[config.mk]
export PLATFORM = sky130hd
export DESIGN_NAME = pm_sensor_frame_parser_averager_flat
export DESIGN_NICKNAME = d
export VERILOG_FILES = /design/src/sv/pmsfp_pkg.sv /design/src/sv/pmsfp_if.sv /design/src/sv/pmsfp_parser.sv /design/src/sv/pmsfp_averager.sv /design/src/sv/pm_sensor_frame_parser_averager.sv /design/src/flat_wrapper.sv
export SDC_FILE = /design/constraint.sdc
export NUM_CORES = 1
export LEC_CHECK = 0
export ABC_AREA = 1
export BUFFER_PORTS_ARGS = -buffer_cell sky130_fd_sc_hd__buf_2
export CAP_MARGIN = 20
export CORE_MARGIN = 2
export CORE_UTILIZATION = 40
export CTS_BUF_LIST = sky130_fd_sc_hd__clkbuf_16
export DETAILED_ROUTE_END_ITERATION = 8
export PLACE_DENSITY = 0.64
export SLEW_MARGIN = 20
export SYNTH_ARGS = -nofsm -noshare
export SYNTH_HDL_FRONTEND = slang
export SYNTH_HIERARCHICAL = 1
export SYNTH_SLANG_ARGS = --single-unit
export TNS_END_PERCENT = 1
[constraint.sdc]
create_clock -name clock -period 7.34 [get_ports clock]
set_clock_uncertainty 0.2 [all_clocks]
set_input_delay 1.468 -clock clock [delete_from_list [all_inputs] [get_ports clock]]
set_output_delay 1.468 -clock clock [all_outputs]
set_load 0.02 [all_outputs]
[src/sv/pmsfp_pkg.sv]
`timescale 1ns / 1ps
// ----------------------------------------------------------------------------
// Particle-sensor frame parser package
// Shared widths, frame constants, status codes and stage-to-stage types.
// ----------------------------------------------------------------------------
package pmsfp_pkg;

   localparam int BYTE_W      = 8;
   localparam int READING_W   = 16;
   localparam int AVG_W       = 20;
   localparam int GROUP_SUM_W = 21;
   localparam int FRAC_BITS   = 4;

   // Default geometry; the top level takes these as parameter defaults.
   localparam int FRAME_BYTES_DEF = 20;
   localparam int AVG_SAMPLES_DEF = 5;

   // Header bytes 16 11 0B, oldest first.
   localparam logic [3*BYTE_W-1:0] HEADER_PATTERN = 24'h16110B;
   localparam logic [BYTE_W-1:0]   HEADER_SUM     = 8'h32;
   localparam int                  HEADER_BYTES   = 3;

   // Frame offsets of the reading bytes.
   localparam int READING_HI_POS = 5;
   localparam int READING_LO_POS = 6;

   // Reciprocal shift: exact floor division for a 25-bit dividend and a
   // divisor up to 32.
   localparam int RECIP_SHIFT = 30;

   typedef enum logic [1:0] {
      STATUS_BAD     = 2'd0,
      STATUS_READING = 2'd1,
      STATUS_AVERAGE = 2'd2
   } status_type;

   typedef struct packed {
      logic                 checksum_ok;
      logic [READING_W-1:0] reading;
   } frame_event_type;

endpackage

[src/sv/pmsfp_if.sv]
`timescale 1ns / 1ps
// ----------------------------------------------------------------------------
// Particle-sensor frame parser channels
// Valid/ready channels for received bytes and frame results.
// ----------------------------------------------------------------------------
interface pmsfp_req_if;
   logic                         valid;
   logic                         ready;
   logic [pmsfp_pkg::BYTE_W-1:0] rx_byte;

   modport source (output valid, output rx_byte, input ready);
   modport sink (input valid, input rx_byte, output ready);
endinterface

interface pmsfp_rsp_if;
   logic                            valid;
   logic                            ready;
   logic [1:0]                      frame_status;
   logic [pmsfp_pkg::READING_W-1:0] reading;
   logic [pmsfp_pkg::AVG_W-1:0]     average_q4;

   modport source (output valid, output frame_status, output reading, output average_q4,
                   input ready);
   modport sink (input valid, input frame_status, input reading, input average_q4,
                 output ready);
endinterface

[src/sv/pmsfp_parser.sv]
`timescale 1ns / 1ps
// ----------------------------------------------------------------------------
// Particle-sensor frame parser
// Header search, frame capture and checksum; emits one event per frame.
// ----------------------------------------------------------------------------
module pmsfp_parser #(
   parameter int FRAME_BYTES = pmsfp_pkg::FRAME_BYTES_DEF
) (
   input  logic                         clock,
   input  logic                         reset,
   pmsfp_req_if.sink                    req,
   output logic                         evt_valid,
   output pmsfp_pkg::frame_event_type   evt,
   input  logic                         evt_ready
);

   localparam int POS_W = $clog2(FRAME_BYTES + 1);
   localparam int BW    = pmsfp_pkg::BYTE_W;

   logic [3*BW-1:0]                   window_ff, window_in;
   logic                              capturing_ff, capturing_in;
   logic [POS_W-1:0]                  pos_ff, pos_in, pos_step;
   logic [BW-1:0]                     sum_ff, sum_in, sum_step;
   logic [pmsfp_pkg::READING_W-1:0]   reading_ff, reading_in;
   logic                              evt_valid_ff;
   pmsfp_pkg::frame_event_type        evt_ff;
   logic                              accept, complete;

   assign req.ready = !evt_valid_ff || evt_ready;
   assign accept    = req.valid && req.ready;

   always_comb begin
      window_in    = {window_ff[2*BW-1:0], req.rx_byte};
      reading_in   = reading_ff;
      pos_step     = pos_ff;
      sum_step     = sum_ff;
      if (capturing_ff) begin
         if (pos_ff == POS_W'(pmsfp_pkg::READING_HI_POS)) begin
            reading_in[2*BW-1:BW] = req.rx_byte;
         end else if (pos_ff == POS_W'(pmsfp_pkg::READING_LO_POS)) begin
            reading_in[BW-1:0] = req.rx_byte;
         end
         sum_step = sum_ff + req.rx_byte;
         pos_step = pos_ff + POS_W'(1);
      end
      capturing_in = capturing_ff;
      pos_in       = pos_step;
      sum_in       = sum_step;
      complete     = 1'b0;
      // A header restarts capture, even in mid-frame.
      if (window_in == pmsfp_pkg::HEADER_PATTERN) begin
         capturing_in = 1'b1;
         pos_in       = POS_W'(pmsfp_pkg::HEADER_BYTES);
         sum_in       = pmsfp_pkg::HEADER_SUM;
      end else if (capturing_ff && pos_step >= POS_W'(FRAME_BYTES)) begin
         capturing_in = 1'b0;
         complete     = 1'b1;
      end
   end

   always_ff @(posedge clock) begin
      if (reset) begin
         window_ff    <= '0;
         capturing_ff <= 1'b0;
         pos_ff       <= '0;
         sum_ff       <= '0;
         reading_ff   <= '0;
         evt_valid_ff <= 1'b0;
      end else begin
         if (accept) begin
            window_ff    <= window_in;
            capturing_ff <= capturing_in;
            pos_ff       <= pos_in;
            sum_ff       <= sum_in;
            reading_ff   <= reading_in;
         end
         if (accept && complete) begin
            evt_valid_ff <= 1'b1;
         end else if (evt_ready) begin
            evt_valid_ff <= 1'b0;
         end
      end
   end

   always_ff @(posedge clock) begin
      if (accept && complete) begin
         evt_ff.checksum_ok <= (sum_in == '0);
         evt_ff.reading     <= reading_in;
      end
   end

   assign evt_valid = evt_valid_ff;
   assign evt       = evt_ff;

endmodule

[src/sv/pmsfp_averager.sv]
`timescale 1ns / 1ps
// ----------------------------------------------------------------------------
// Particle-sensor reading averager
// Group accumulation, then reciprocal-multiply mean into the result register.
// ----------------------------------------------------------------------------
module pmsfp_averager #(
   parameter int AVG_SAMPLES = pmsfp_pkg::AVG_SAMPLES_DEF
) (
   input  logic                         clock,
   input  logic                         reset,
   input  logic                         evt_valid,
   input  pmsfp_pkg::frame_event_type   evt,
   output logic                         evt_ready,
   pmsfp_rsp_if.source                  rsp
);

   localparam int CNT_W   = $clog2(AVG_SAMPLES + 1);
   localparam int GSW     = pmsfp_pkg::GROUP_SUM_W;
   localparam int DIVD_W  = GSW + pmsfp_pkg::FRAC_BITS;
   localparam int RS      = pmsfp_pkg::RECIP_SHIFT;
   localparam int PROD_W  = DIVD_W + RS;
   localparam longint unsigned RECIP_VAL =
      ((64'd1 << RS) + 64'(AVG_SAMPLES) - 64'd1) / 64'(AVG_SAMPLES);
   localparam logic [RS-1:0] RECIP = RS'(RECIP_VAL);

   logic [GSW-1:0]                  group_sum_ff, group_sum_in, sum_next;
   logic [CNT_W-1:0]                group_cnt_ff, group_cnt_in, cnt_next;

   // Sum stage
   logic                            d_valid_ff;
   pmsfp_pkg::status_type           d_status_ff, d_status_in;
   logic [pmsfp_pkg::READING_W-1:0] d_reading_ff, d_reading_in;
   logic [GSW-1:0]                  d_sum_ff;
   logic                            d_ready, d_load;

   // Result stage
   logic                            c_valid_ff;
   pmsfp_pkg::status_type           c_status_ff;
   logic [pmsfp_pkg::READING_W-1:0] c_reading_ff;
   logic [pmsfp_pkg::AVG_W-1:0]     c_avg_ff, c_avg_in;
   logic [PROD_W-1:0]               product;
   logic                            c_load;

   assign c_load    = d_valid_ff && (!c_valid_ff || rsp.ready);
   assign d_ready   = !d_valid_ff || c_load;
   assign evt_ready = d_ready;
   assign d_load    = evt_valid && d_ready;

   always_comb begin
      sum_next     = group_sum_ff + GSW'(evt.reading);
      cnt_next     = group_cnt_ff + CNT_W'(1);
      group_sum_in = group_sum_ff;
      group_cnt_in = group_cnt_ff;
      d_status_in  = pmsfp_pkg::STATUS_BAD;
      d_reading_in = '0;
      if (evt.checksum_ok) begin
         d_reading_in = evt.reading;
         if (cnt_next >= CNT_W'(AVG_SAMPLES)) begin
            d_status_in  = pmsfp_pkg::STATUS_AVERAGE;
            group_sum_in = '0;
            group_cnt_in = '0;
         end else begin
            d_status_in  = pmsfp_pkg::STATUS_READING;
            group_sum_in = sum_next;
            group_cnt_in = cnt_next;
         end
      end
   end

   // floor(sum * 16 / AVG_SAMPLES) by reciprocal multiplication.
   assign product = PROD_W'({d_sum_ff, {pmsfp_pkg::FRAC_BITS{1'b0}}}) * PROD_W'(RECIP);

   always_comb begin
      c_avg_in = '0;
      if (d_status_ff == pmsfp_pkg::STATUS_AVERAGE) begin
         c_avg_in = product[RS +: pmsfp_pkg::AVG_W];
      end
   end

   always_ff @(posedge clock) begin
      if (reset) begin
         group_sum_ff <= '0;
         group_cnt_ff <= '0;
         d_valid_ff   <= 1'b0;
         c_valid_ff   <= 1'b0;
      end else begin
         if (d_load) begin
            group_sum_ff <= group_sum_in;
            group_cnt_ff <= group_cnt_in;
            d_valid_ff   <= 1'b1;
         end else if (c_load) begin
            d_valid_ff <= 1'b0;
         end
         if (c_load) begin
            c_valid_ff <= 1'b1;
         end else if (rsp.ready) begin
            c_valid_ff <= 1'b0;
         end
      end
   end

   always_ff @(posedge clock) begin
      if (d_load) begin
         d_status_ff  <= d_status_in;
         d_reading_ff <= d_reading_in;
         d_sum_ff     <= sum_next;
      end
      if (c_load) begin
         c_status_ff  <= d_status_ff;
         c_reading_ff <= d_reading_ff;
         c_avg_ff     <= c_avg_in;
      end
   end

   assign rsp.valid        = c_valid_ff;
   assign rsp.frame_status = c_status_ff;
   assign rsp.reading      = c_reading_ff;
   assign rsp.average_q4   = c_avg_ff;

endmodule

[src/sv/pm_sensor_frame_parser_averager.sv]
`timescale 1ns / 1ps
// ----------------------------------------------------------------------------
// Particle-sensor frame parser and reading averager
// Finds 16 11 0B framed packets in a byte stream, checks them, averages.
// ----------------------------------------------------------------------------
// Usage:
//   req_ch carries one received sensor byte per word (rx_byte). The block
//   takes a word in every cycle while req_ch.ready is high.
//   rsp_ch carries one word per completed frame: frame_status (bad
//   checksum, reading stored, or reading stored with average ready), the
//   16-bit reading, and the group mean with 4 fraction bits.
//   Bytes outside a frame, and frames cut short by a new header, give no
//   word on rsp_ch.
// Throughput and pipeline:
//   One byte per cycle while rsp_ch.ready stays high. The word for the byte
//   that ends a frame passes through registers on its way to rsp_ch: the
//   event register loads on the accepting edge, then the group-sum register,
//   then the result register behind the mean multiplier.
// Reset:
//   Synchronous. Clears the header window, capture state, group sum and
//   count, and empties every stage.
// Stall:
//   While rsp_ch.ready is low the result word holds; the earlier stages
//   keep filling, and req_ch.ready drops only once a frame event is parked
//   behind them with nowhere to go.
// ----------------------------------------------------------------------------
module pm_sensor_frame_parser_averager #(
   parameter int FRAME_BYTES = pmsfp_pkg::FRAME_BYTES_DEF,
   parameter int AVG_SAMPLES = pmsfp_pkg::AVG_SAMPLES_DEF
) (
   input  logic          clock,
   input  logic          reset,
   pmsfp_req_if.sink     req_ch,
   pmsfp_rsp_if.source   rsp_ch
);

   logic                         evt_valid, evt_ready;
   pmsfp_pkg::frame_event_type   evt;

   // Header search, capture, checksum.
   pmsfp_parser #(
      .FRAME_BYTES (FRAME_BYTES)
   ) u_parser (
      .clock     (clock),
      .reset     (reset),
      .req       (req_ch),
      .evt_valid (evt_valid),
      .evt       (evt),
      .evt_ready (evt_ready)
   );

   // Group accumulation and mean.
   pmsfp_averager #(
      .AVG_SAMPLES (AVG_SAMPLES)
   ) u_averager (
      .clock     (clock),
      .reset     (reset),
      .evt_valid (evt_valid),
      .evt       (evt),
      .evt_ready (evt_ready),
      .rsp       (rsp_ch)
   );

`ifndef SYNTHESIS
   // Drop the mean unless the word says an average is ready.
   a_avg_only_on_average: assert property (@(posedge clock) disable iff (reset)
      rsp_ch.valid && rsp_ch.frame_status != pmsfp_pkg::STATUS_AVERAGE
      |-> rsp_ch.average_q4 == '0)
      else $error("average_q4 nonzero without average status");

   // A bad checksum carries no reading.
   a_bad_has_no_reading: assert property (@(posedge clock) disable iff (reset)
      rsp_ch.valid && rsp_ch.frame_status == pmsfp_pkg::STATUS_BAD
      |-> rsp_ch.reading == '0)
      else $error("reading nonzero on bad checksum");

   // Status never takes the unused code.
   a_status_legal: assert property (@(posedge clock) disable iff (reset)
      rsp_ch.valid |-> rsp_ch.frame_status != 2'd3)
      else $error("illegal frame_status");

   // Advance: the result stage is empty in the cycle after reset is sampled high.
   a_empty_after_reset: assert property (@(posedge clock)
      reset |=> !rsp_ch.valid)
      else $error("result valid right after reset");
`endif

endmodule

[src/flat_wrapper.sv]
// flat-port wrapper written by rule: the top's interface ports become plain ports
module pm_sensor_frame_parser_averager_flat 
#(
   parameter int FRAME_BYTES = pmsfp_pkg::FRAME_BYTES_DEF,
   parameter int AVG_SAMPLES = pmsfp_pkg::AVG_SAMPLES_DEF
)
  (clock, reset, req_ch_valid, req_ch_rx_byte, req_ch_ready, rsp_ch_valid, rsp_ch_frame_status, rsp_ch_reading, rsp_ch_average_q4, rsp_ch_ready);
  pmsfp_req_if req_ch_i ();
  pmsfp_rsp_if rsp_ch_i ();
  input  logic clock;
  input  logic reset;
  input wire logic [$bits(req_ch_i.valid)-1:0] req_ch_valid;
  input wire logic [$bits(req_ch_i.rx_byte)-1:0] req_ch_rx_byte;
  output wire logic [$bits(req_ch_i.ready)-1:0] req_ch_ready;
  output wire logic [$bits(rsp_ch_i.valid)-1:0] rsp_ch_valid;
  output wire logic [$bits(rsp_ch_i.frame_status)-1:0] rsp_ch_frame_status;
  output wire logic [$bits(rsp_ch_i.reading)-1:0] rsp_ch_reading;
  output wire logic [$bits(rsp_ch_i.average_q4)-1:0] rsp_ch_average_q4;
  input wire logic [$bits(rsp_ch_i.ready)-1:0] rsp_ch_ready;
  assign req_ch_i.valid = req_ch_valid;
  assign req_ch_i.rx_byte = req_ch_rx_byte;
  assign req_ch_ready = req_ch_i.ready;
  assign rsp_ch_valid = rsp_ch_i.valid;
  assign rsp_ch_frame_status = rsp_ch_i.frame_status;
  assign rsp_ch_reading = rsp_ch_i.reading;
  assign rsp_ch_average_q4 = rsp_ch_i.average_q4;
  assign rsp_ch_i.ready = rsp_ch_ready;
  pm_sensor_frame_parser_averager #(.FRAME_BYTES(FRAME_BYTES), .AVG_SAMPLES(AVG_SAMPLES)) u_core (.clock(clock), .reset(reset), .req_ch(req_ch_i), .rsp_ch(rsp_ch_i));
endmodule
; ---- Word level (Yosys, flattened, before mapping)
; Index checks and enable logic that the tools add are counted.
; Widths: inputs -> output; s select.
[word_totals]
latch_bits = 0
ramBits = 0
register_bits = 167
n_memories = 0
output_inout_bits = 40
mem_bits_ro = 0
[classes]
add_sub_neg = 4
n_eq_ne = 4
n_mux = 21
n_bitwise = 0
n_shift = 0
reduce_logical = 18
n_mul = 1
div = 0
magnitude_cmp = 2
[op_table]
columns = op, n
row1 = $mul 21x28->46 const B, 1
row2 = $mux 8, 5
row3 = $eq 24x21->1 const B, 1
row4 = $add 21x16->21, 1
row5 = $mux 21, 1
row6 = $mux 16, 1
row7 = $eq 5x3->1 const B, 2
row8 = $mux 1, 10
row9 = $mux 5, 2
row10 = $add 8x8->8, 1
row11 = $logic_not 8->1, 1
row12 = $reduce_bool 2->1, 4
row13 = $add 5x1->5 const B, 1
row14 = $ge 5x5->1 const B, 1
row15 = $logic_and 1x1->1, 5
row16 = $reduce_and 2->1, 2
row17 = $add 3x1->3 const B, 1
row18 = $ge 3x3->1 const B, 1
row19 = $logic_not 1->1, 3
row20 = $logic_or 1x1->1, 3
row21 = $mux 3, 1
row22 = $eq 2x2->1 const B, 1
row23 = $mux 2, 1

; ---- Logic depth before layout (Yosys ltp)
[logic_depth]
word_depth = 8
mapped_depth = 28
mapped_depth_nobuf = 28

; ---- By module
; The synthesis kept the hierarchy.
[by_module_without_submodules]
columns = mod, n_inst, area_each_um2, seq_area_each_um2, cells_per_inst
row1 = pmsfp_averager, 1, 13309.0, 2832.7, 1698
row2 = pmsfp_parser, 1, 3161.8, 1451.4, 428

; ---- Least setup slack after synthesis
; OpenSTA, ideal clock, no wires.
[synth_timing]
path_kind = register -> register
start = register u_core.u_averager.d_sum_ff[18]
end = register u_core.u_averager.c_avg_ff, in the netlist u_core/u_averager/rsp.average_q4[11] (data pin)
slack_ps = 1615
path_stages_with_launch = 24
path_buffers = 0
synth_period_minus_slack_ps = 5725
arrival_ps = 5272
path_cell_list = edfxtp_1 -> ha_1 -> ha_1 -> inv_1 -> fa_1 -> inv_1 -> fa_1 -> inv_1 -> fa_1 -> inv_1 -> fa_1 -> inv_1 -> fa_1 -> inv_1 -> ha_1 -> nand2_1 -> nor2_1 -> nand2_1 -> nor3_1 -> nand4_1 -> nand3_1 -> nand2_1 -> nand2_1 -> nor2_1
[synth_via]
elab_chain_cells = 1
[synth_rtl]
columns = item, line
row1 = from (decl), pmsfp_averager.sv:33  ; logic [GSW-1:0] d_sum_ff;
row2 = from (signal assigned), pmsfp_averager.sv:106  ; d_sum_ff <= sum_next;
row3 = $mul 21x28->46, pmsfp_averager.sv:71  ; assign product = PROD_W'({d_sum_ff, {pmsfp_pkg::FRAC_BITS{1'b0}}}) * PROD_W'(RECIP);
row4 = to (signal assigned), pmsfp_averager.sv:111  ; c_avg_ff <= c_avg_in;
row5 = to (decl), pmsfp_averager.sv:40  ; logic [pmsfp_pkg::AVG_W-1:0] c_avg_ff, c_avg_in;
; No other way between the ends.
; A chain may end at the register's enable or synchronous reset.

; ---- Worst setup path in the final report
[layout_timing]
start = register u_core.u_averager.d_sum_ff[10]
end = register u_core.u_averager.c_avg_ff, in the netlist u_core/u_averager/rsp.average_q4[19] (data pin)
; The elaborated chain is that of the path after synthesis.

==> impl_metrics.json <==
{
  "status": "finished, final reports clean",
  "synthXorXnorAreaFrac_pct": 1.117,
  "grt_overflow": 0,
  "cts_buffers": 17,
  "finalCriticalPeriod_ns": 6.226,
  "syn_to_final_growth_pct": 8.508,
  "path_clk_slew_ns": 0.09,
  "drc": 0,
  "antenna_found_initial": 0,
  "htree_levels": 4,
  "die_h_um": 206.9,
  "cellInternalPower_uw": 1494,
  "fin_tns_setup_ns": 0,
  "switching_power_uw": 496.6,
  "antenna_cells": 0,
  "fin_util_pct": 43.87,
  "pwr_density_cell_mw_per_mm2": 111.4,
  "netlist_area_mm2": 0.01647,
  "syn_inst": 2126,
  "rows": 74,
  "place_congestion": 1.011,
  "cts_resized": 0,
  "yosysSeqAreaShare_pct": 26.01,
  "post-cts-setup-buffers": 0,
  "final_antenna_net_count": 0,
  "grt_pass1_wl_um": 69730,
  "max-slew-margin-rel_pct": 26.95,
  "r2r_setup_slack_ns": 1.11,
  "final_nets": 2520,
  "critPathKind": "reg2reg",
  "worstHoldPathType": "reg2reg",
  "synthAdderAreaFrac_pct": 31.48,
  "synth_compound_area_share_pct": 6.791,
  "cp-start-kind": "flip-flop",
  "path_max_fanout": 4,
  "yosys_warnings": 6,
  "peakVddDrop_uv": 156.5,
  "hold_path.startpoint": "u_core/u_averager/d_reading_ff[5]",
  "syn_nets": 2472,
  "portBuffers": 51,
  "post-route-period-util_pct": 84.82,
  "ys_dominant_reg_cell": "edfxtp_1",
  "synth-async-reset-ratio_pct": 0,
  "track_usage_pct": 21.43,
  "cts_tree": "done",
  "final-setup-viol-count": 0,
  "numClockSinks": 167,
  "final_hold_viol_count": 0,
  "synth_top_family_by_area": "adder cells",
  "p_leak_uw": 0.009200,
  "drive_above_1_share_pct": 6.630,
  "cp.arrival_ns": 6.23,
  "netlist_top_cells_area": "edfxtp_1 17%, fa_1 16%, ha_1 15%",
  "synth_top_area_cell": "edfxtp_1",
  "drtIter0Drc": 800,
  "drv_slew": 0,
  "worst_pin_slew_ns": 1.095,
  "synthDistinctLibCells": 47,
  "grt_start_max_net_pins": 52,
  "rsz0062_at_grt": "no",
  "ios": 52,
  "timing.fmax_mhz": 160.6,
  "clk_path_buf_depth": 2,
  "r2r.worst_path.cells": 25,
  "grt_pass1_vias": 13310,
  "die_area_mm2": 0.04282,
  "required_ns": 7.35,
  "die_w_um": 206.9,
  "hold_buffers": 0,
  "maxCapViolations": 0,
  "viasPerCell": 4.818,
  "pwr-share-comb_pct": 4.1,
  "muxShareOfSynthArea_pct": 0,
  "whs_path_depth": 0,
  "synth_simple_gate_area_share_pct": 21.86,
  "firstDrtPassIters": 7,
  "core_mm2": 0.04074,
  "synth_edf_count": 94,
  "clockPowerShare_pct": 45.6,
  "swShare_pct": 24.94,
  "routed_wl_um": 43580,
  "synth.avg_cell_area_um2": 7.747,
  "insertion_delay_ns": 0.46,
  "vias": 13100,
  "ys_seq_elements": 167,
  "r2r-end": "u_core/u_averager/rsp.average_q4[19]",
  "cts-root-buf": "clkbuf_16",
  "hpwl_um": 36010,
  "min_to": "u_core/u_averager/rsp.reading[5]",
  "wl_per_cell_um": 16.03,
  "r2r-start": "u_core/u_averager/d_sum_ff[10]",
  "start_util_pct": 40.43,
  "yosys.area.top_type_share_pct": 17.14,
  "p_seq_share_pct": 50.3,
  "cp-end-kind": "flip-flop"
}
-- routing by layer --
layer / global-route usage [%] / vias up / wire [µm]
li1: - / 6624 / -
met1: 26.94 / 6127 / 19350
met2: 37.33 / 282 / 20870
met3: 3.093 / 67 / 1797
met4: 7.903 / 0 / 1562
met5: 0 / - / 0
-- worst max-delay path by stage --
stage | cells after the start | end | slack (ns) | startpoint
after floorplan | 23 | u_core/u_averager/rsp.average_q4[11] | 1.61 | u_core/u_averager/d_sum_ff[18]
after CTS | 25 | u_core/u_averager/rsp.average_q4[19] | 1.07 | u_core/u_averager/d_sum_ff[10]
after detailed placement | 23 | u_core/u_averager/rsp.average_q4[19] | 1.10 | u_core/u_averager/d_sum_ff[6]
after global routing | 25 | u_core/u_averager/rsp.average_q4[19] | 0.76 | u_core/u_averager/d_sum_ff[10]
final | 25 | u_core/u_averager/rsp.average_q4[19] | 1.11 | u_core/u_averager/d_sum_ff[10]
after global placement | 25 | u_core/u_averager/rsp.average_q4[19] | 1.15 | u_core/u_averager/d_sum_ff[10]
-- power groups by stage --
stage	Combinational, µW	Clock (µW)	Sequential (µW)
floorplan	60.0	0	1020
global placement	78.1	0	1020
detailed placement	80.9	0	1020
CTS	81.3	930	1000
global route	94.4	964	1000
finish	81.7	908	1000
-- state kept, by name, summed over array words and instances (netlist names) --
| name | count |
|---|---|
| u_core/u_averager/d_sum_ff | 21 |
| u_core/u_averager/group_sum_ff | 21 |
| u_core/u_averager/rsp.average_q4 | 20 |
| u_core/u_parser/evt | 17 |
| u_core/u_averager/d_reading_ff | 16 |
| u_core/u_averager/rsp.reading | 16 |
| u_core/u_parser/reading_ff | 16 |
| u_core/u_parser/window_ff | 16 |
| u_core/u_parser/sum_ff | 8 |
| u_core/u_parser/pos_ff | 5 |
| u_core/u_averager/group_cnt_ff | 3 |
| u_core/u_averager/d_status_ff | 2 |
| u_core/u_averager/rsp.frame_status | 2 |
| u_core/u_averager/d_valid_ff | 1 |
| u_core/u_averager/rsp.valid | 1 |
| u_core/u_parser/capturing_ff | 1 |
| u_core/u_parser/evt_valid | 1 |
-- cells in the mapped netlist, drive strengths merged (2+ instances only) --
cell	number
a22oi	3
nand3b	8
xnor2	7
nand2	506
fa	134
or2	5
edfxtp	94
dfxtp	73
inv	519
xor2	14
buf	11
o21ai	65
nand3	80
nor2	206
o21bai	11
a211oi	2
o21a	3
clkbuf	16
nor3	20
ha	200
a21oi	113
and2	13
nand4	15
a21boi	3
-- cells by family (layout without fill, tap and decap cells) --
| family | Yosys count | after routing |
|---|---|---|
| AND/OR/NAND/NOR | 853 | 853 |
| buffers and inverters | 548 | 609 |
| adder cells (fa/ha/maj) | 334 | 334 |
| AO/OA/AOI/OAI | 203 | 203 |
| flip-flops | 167 | 167 |
| XOR/XNOR | 21 | 21 |
-- layout by cell type, fill, tap and decap left out, types with 51 or more instances in the layout --
master      n
ha_1      200
o21ai_0    62
a21oi_1   103
fa_1      134
nand3_1    70
inv_1     514
edfxtp_1   94
dfxtp_1    73
buf_2      51
nand2_1   499
nor2_1    195
-- per-stage QoR --
step / hold slack [ns] / instances / power, µW / cell area (µm²) / setup slack, ns
after global routing: 0.2126 / 2719 / 2060 / 17870 / 0.7561
after global placement: 0.2039 / 2686 / 1100 / 17290 / 1.153
after floorplan: 0.2003 / 2126 / 1080 / 16470 / 1.615
final: 0.2028 / 2719 / 1991 / 17870 / 1.114
after CTS: 0.2015 / 2719 / 2012 / 17870 / 1.068
after detailed placement: 0.2070 / 2687 / 1103 / 17310 / 1.104
-- final cells by class --
cell class | instances | area [µm²]
clock buffers | 17 | 425.4
clock inverters | 15 | 138.9
fillers | 4126 | 22870
inverters | 520 | 1952
multi-input cells | 1411 | 10100
flip-flops and latches | 167 | 4284
well taps | 532 | 665.6
repair buffers | 57 | 307.8
-- worst max-delay path, stage by stage, from the launching register on --
cell,delay [ns]
edfxtp_1,0.41
inv_1,0.06
ha_1,0.27
inv_1,0.07
fa_1,0.63
inv_1,0.08
fa_1,0.55
fa_1,0.45
fa_1,0.54
inv_1,0.05
fa_1,0.50
inv_1,0.05
fa_1,0.49
inv_1,0.04
ha_1,0.31
nand2_1,0.10
nor2_1,0.28
inv_1,0.12
nor2_1,0.21
nand2_1,0.11
nor2_1,0.11
nand2_1,0.06
nand3_1,0.10
nand2_1,0.06
nand2_1,0.07
nor2_1,0.05
Power figures use the tool's default switching activity.
